**src/rtl/core/ppe_pkg.sv**
```systemverilog
package ppe_pkg;

    localparam int POOL_SLOTS = 64;
    localparam int SLOT_W     = 6;

    typedef enum logic [1:0] {
        CMD_CLEAR = 2'd0,
        CMD_SPAWN = 2'd1,
        CMD_TICK  = 2'd2,
        CMD_DRAW  = 2'd3
    } cmd_t;

    localparam logic [15:0] GRAVITY_RESET = 16'sd5;
    localparam logic [0:0]  REG_GRAVITY   = 1'b0;

    // one particle record as held in the slot memory
    typedef struct packed {
        logic [23:0] x;
        logic [23:0] y;
        logic [15:0] vx;
        logic [15:0] vy;
        logic [15:0] life;
        logic [15:0] total;
        logic [7:0]  size;
        logic [31:0] color;
    } part_t;

    // saturating add of a 16-bit signed step to a 24-bit signed value
    function automatic logic [23:0] sat24(input logic [23:0] a, input logic [15:0] b);
        logic [24:0] s;
        begin
            s = {a[23], a} + {{9{b[15]}}, b};
            if (s[24] != s[23])
                sat24 = s[24] ? 24'h800000 : 24'h7FFFFF;
            else
                sat24 = s[23:0];
        end
    endfunction

    function automatic logic [15:0] sat16(input logic [15:0] a, input logic [15:0] b);
        logic [16:0] s;
        begin
            s = {a[15], a} + {b[15], b};
            if (s[16] != s[15])
                sat16 = s[16] ? 16'h8000 : 16'h7FFF;
            else
                sat16 = s[15:0];
        end
    endfunction

    // signed divide by 256, rounded toward zero
    function automatic logic [15:0] trunc_px(input logic [23:0] v);
        logic [23:0] t;
        begin
            t = v + ((v[23] && (v[7:0] != 8'd0)) ? 24'd256 : 24'd0);
            trunc_px = t[23:8];
        end
    endfunction

endpackage

```
**src/rtl/core/ppe_div.sv**
```systemverilog
// 24-bit numerator / 16-bit denominator, one quotient bit per cycle
module ppe_div
    import ppe_pkg::*;
(
    input  logic        clk,
    input  logic        rst_n,
    input  logic        go,
    input  logic [23:0] num,
    input  logic [15:0] den,
    output logic        done,
    output logic [7:0]  quo
);
    logic [15:0] rem_reg, rem_next;
    logic [23:0] n_reg, n_next;
    logic [15:0] d_reg, d_next;
    logic [7:0]  q_reg, q_next;
    logic [4:0]  cnt_reg, cnt_next;
    logic        run_reg, run_next;
    logic        done_reg, done_next;
    logic [16:0] trial;
    logic [16:0] diff;

    always_comb
    begin
        rem_next  = rem_reg;
        n_next    = n_reg;
        d_next    = d_reg;
        q_next    = q_reg;
        cnt_next  = cnt_reg;
        run_next  = run_reg;
        done_next = 1'b0;
        trial     = {rem_reg, n_reg[23]};
        diff      = trial - {1'b0, d_reg};
        if (go)
        begin
            rem_next = 16'd0;
            n_next   = num;
            d_next   = den;
            q_next   = 8'd0;
            cnt_next = 5'd24;
            run_next = 1'b1;
        end
        else if (run_reg)
        begin
            n_next = {n_reg[22:0], 1'b0};
            if (!diff[16])
            begin
                rem_next = diff[15:0];
                q_next   = {q_reg[6:0], 1'b1};
            end
            else
            begin
                rem_next = trial[15:0];
                q_next   = {q_reg[6:0], 1'b0};
            end
            cnt_next = cnt_reg - 5'd1;
            if (cnt_reg == 5'd1)
            begin
                run_next  = 1'b0;
                done_next = 1'b1;
            end
        end
    end

    always_ff @(posedge clk or negedge rst_n)
    begin
        if (!rst_n)
        begin
            run_reg  <= 1'b0;
            done_reg <= 1'b0;
            cnt_reg  <= 5'd0;
        end
        else
        begin
            run_reg  <= run_next;
            done_reg <= done_next;
            cnt_reg  <= cnt_next;
        end
    end

    always_ff @(posedge clk)
    begin
        rem_reg <= rem_next;
        n_reg   <= n_next;
        d_reg   <= d_next;
        q_reg   <= q_next;
    end

    assign done = done_reg;
    assign quo  = q_reg;
endmodule

```
**config.mk**
```make
export PLATFORM = sky130hd
export DESIGN_NAME = ppe_div
export DESIGN_NICKNAME = d
export VERILOG_FILES = /design/src/rtl/core/ppe_pkg.sv /design/src/rtl/core/ppe_div.sv
export SDC_FILE = /design/constraint.sdc
export NUM_CORES = 1
export LEC_CHECK = 0
export BUFFER_PORTS_ARGS = -buffer_cell sky130_fd_sc_hd__buf_2
export CORE_ASPECT_RATIO = 0.8
export CORE_UTILIZATION = 35
export CTS_BUF_LIST = sky130_fd_sc_hd__clkbuf_4 sky130_fd_sc_hd__clkbuf_8
export CTS_CLUSTER_DIAMETER = 80
export DETAILED_ROUTE_END_ITERATION = 7
export PLACE_DENSITY = 0.65
export SLEW_MARGIN = 10
export SYNTH_ARGS = -nofsm -noshare
export SYNTH_HDL_FRONTEND = slang
export SYNTH_SLANG_ARGS = --single-unit
```
**constraint.sdc**
```tcl
create_clock -name clk -period 2.5 [get_ports clk]
set_input_delay 0.125 -clock clk [delete_from_list [all_inputs] [get_ports clk]]
set_output_delay 0.125 -clock clk [all_outputs]
set_load 0.01 [all_outputs]
```
==> impl_results.md <==
* Final WS setup at -0.0683 ns
* Syn Inst Count at 349
* Clk pwr share at 0.218
* Max clock buf depth at 2
* Clock skew at 0.00815 ns
* RSZ-0062 raised after global routing: yes
* Sw Ratio at 0.345
* Top Ports at 52
* Met1 Use GR at 0.198
* Global routing's busiest layer: met2
* Number of flip-flops in the largest register at 24
* CTS root buf: clkbuf_8
* Synth area leaders: edfxtp_1, dfxtp_1, mux2_2
* Input/output buffers at 51
* Via count at slightly below 3k
* Leakage power at 2.15 nW
* DP Cell Count at 551
* Inserted Clock Buffers at 9
* Cell Area, Synth at between 0.003 and 0.004 mm^2
* Initial antenna violation count at 0
* Final hold vios at 0
* Setup TNS at -0.223 ns
* Top post-synthesis cells by count: edfxtp_1, nor2_1, nand2_1, dfxtp_1
* Comb pwr share at 0.472
* Met3 usage at 0.0441
* Non-filler cells, final at 587
* Die Width at between 100 and 150 um
* Layout cells sized above 1 at 0.329
* Setup CP Type: reg -> reg
* CTS tree: done
* Synth warn at 0
* CP Launch Type: register
* Clk sinks at between 70 and 80
* Synth top area share at 0.319
* Detail Placement HPWL at 5800 um
* Worst-Skew Late Latency at 0.35 ns
* CP Capture Type: register
* Sequential Power Share at 0.310
* DR iter-0 viols at ~150
* Clk slew on worst S/H paths at 0.08 ns
* Max-slew headroom at 0.613
* FMAX at 389 MHz
* Status: finished, violations left
* Die area at 0.0112 mm^2
* Final setup fails at 6
* GR Util met2 at 0.250
* Routed WL at 8160 um
* Worst IR Drop VDD at roughly 0.38 mV
* Area growth syn-to-layout at 30.3%
* Drt drc at 0
* Std cell rows at 33
* Layout Nets at 504
* TritonRoute pass-1 iters at 5
* CP arrival at 2.83 ns
* P_int at 3.34 mW
* Critical path required time at ~2.8 ns
* GP Congestion at about 0.86
* Routed length per instance at 13.9 um
* Slew Limit Fails at 0
* Smallest hold slack at 0.0595 ns
* Final instance area at 0.00491 mm^2
* Max-cap viol count at 0
* Pre-CTS WS at -0.215 ns
* Largest net degree at the start of global routing at 30
* Min Tclk post-route at 2.57 ns
* Core Region at approximately 0.010 mm^2
* Synth async-reset ratio at 0.0986
* Power Density at between 1000 and 1500 mW/mm^2
* Actual slew at the worst max-slew pin at 0.581 ns
* Cell taking the most area after synthesis: edfxtp_1
* Synth Net Count at 411
* EDFF count, synth at 40
* Post-DP Area at 0.00437 mm^2
* HP Class: in -> reg
* Initial Util at 0.364
* CP Max Fanout at 3
* Total GRT Usage at 0.157
* Most common cell in the netlist: edfxtp_1
* Drt via density at 4.99
* Most used flip-flop cell after synthesis: edfxtp_1
* Failing checks: setup timing
* FF+latch count, synth at 71
* Vias in the first global route at around 2.8k
* Psw at 1.76 mW
* GRT overflow at 0
* H-tree depth at 3
* Synth unique cells at 55
* Number of nets with antenna violations after routing at 0
* DIE HEIGHT at 94.8 um
* Seq/Total Area, Yosys at 0.493
* Avg Inst Size Synth at 10.8 um^2
* Tcrit/Tclk final at 1.03
* First-pass GRT wire length at 13600 um
* Antenna cells at 0
==> per-stage QoR <==
| stage | total power, mW | utilization |
|---|---|---|
| finish | 5.11 | 0.474 |
| global route | 5.45 | 0.474 |
| CTS | 4.87 | 0.464 |
| detailed placement | 3.65 | 0.422 |
| global placement | 3.60 | 0.422 |
| floorplan | 3.00 | - |
==> path summary, 6_finish.rpt <==
check / slack [ns] / from / cells past startpoint / end
max: -0.07 / n_reg[23] / 11 / rem_reg[3]
min: 0.06 / num[0] / 2 / n_reg[0]
max reg2reg: -0.07 / n_reg[23] / 11 / rem_reg[3]
min reg2reg: 0.50 / quo[7] / 2 / quo[7]
max in group asynchronous: 2.21 / rst_n / 2 / cnt_reg[1]
min in group asynchronous: 0.14 / rst_n / 2 / cnt_reg[0]
==> placed cells by master (no fill, tap or decap), types with 7 or more instances in the layout <==
| master | n |
|---|---|
| a21oi_1 | 11 |
| buf_2 | 51 |
| buf_4 | 29 |
| clkbuf_8 | 9 |
| dfrtp_1 | 7 |
| dfxtp_1 | 24 |
| dlygate4sd3_1 | 17 |
| edfxtp_1 | 40 |
| ha_1 | 17 |
| inv_1 | 23 |
| mux2_2 | 23 |
| mux2i_1 | 9 |
| nand2_1 | 23 |
| nand2b_1 | 8 |
| nand3_1 | 8 |
| nor2_1 | 32 |
| o21a_1 | 7 |
| o21ai_0 | 7 |
| xnor2_1 | 8 |
==> cell families after synthesis <==
family	synth area share
AOI/OAI and AO/OA	0.139
xor gates and xnor gates	0.0232
adders and majority gates	0.0651
buffers and inverters	0.0455
DFF	0.493
muxes	0.0926
and+or+nand+nor	0.142
==> routing by layer <==
metal	up-vias	routed length [um]
met4	0	121
met5	-	0
met3	11	379
met1	1392	3840
li1	1458	-
met2	67	3810
==> power groups by stage <==
stage / registers [mW] / logic [mW] / clock network (mW)
3_5_place_dp: 1.60 / 2.05 / 0
5_1_grt: 1.61 / 2.63 / 1.21
3_3_place_gp: 1.60 / 2.00 / 0
2_1_floorplan: 1.57 / 1.43 / 0
6_report: 1.58 / 2.41 / 1.11
4_1_cts: 1.58 / 2.14 / 1.15
==> final cells by class <==
class,count,area [um^2]
clock buffer,10,131
clock inverter,6,108
inverter,24,90.1
multi-input combinational,236,1850
timing repair buffer,100,699
sequential,71,1860
tap,140,175
fill,961,5450
==> critical path: stages (launching register included) <==
cell and delay (ns):
edfxtp_1 0.35, inv_1 0.05, ha_2 0.18, fa_2 0.34, nand2b_4 0.16, a21oi_4 0.18
o21ai_4 0.10, a2111oi_4 0.33, a211oi_1 0.08, buf_4 0.15, or3_1 0.31, a311oi_1 0.24
==> timing repair <==
item,CTS,global route
pin swaps,3,6
endpoints found under the setup margin,16,16
hold buffers,17,0
buffers inserted,1,1
gates resized for setup,7,15
endpoints found under the hold margin,23,0
cloned,0,1
Power figures use the tool's default switching activity.
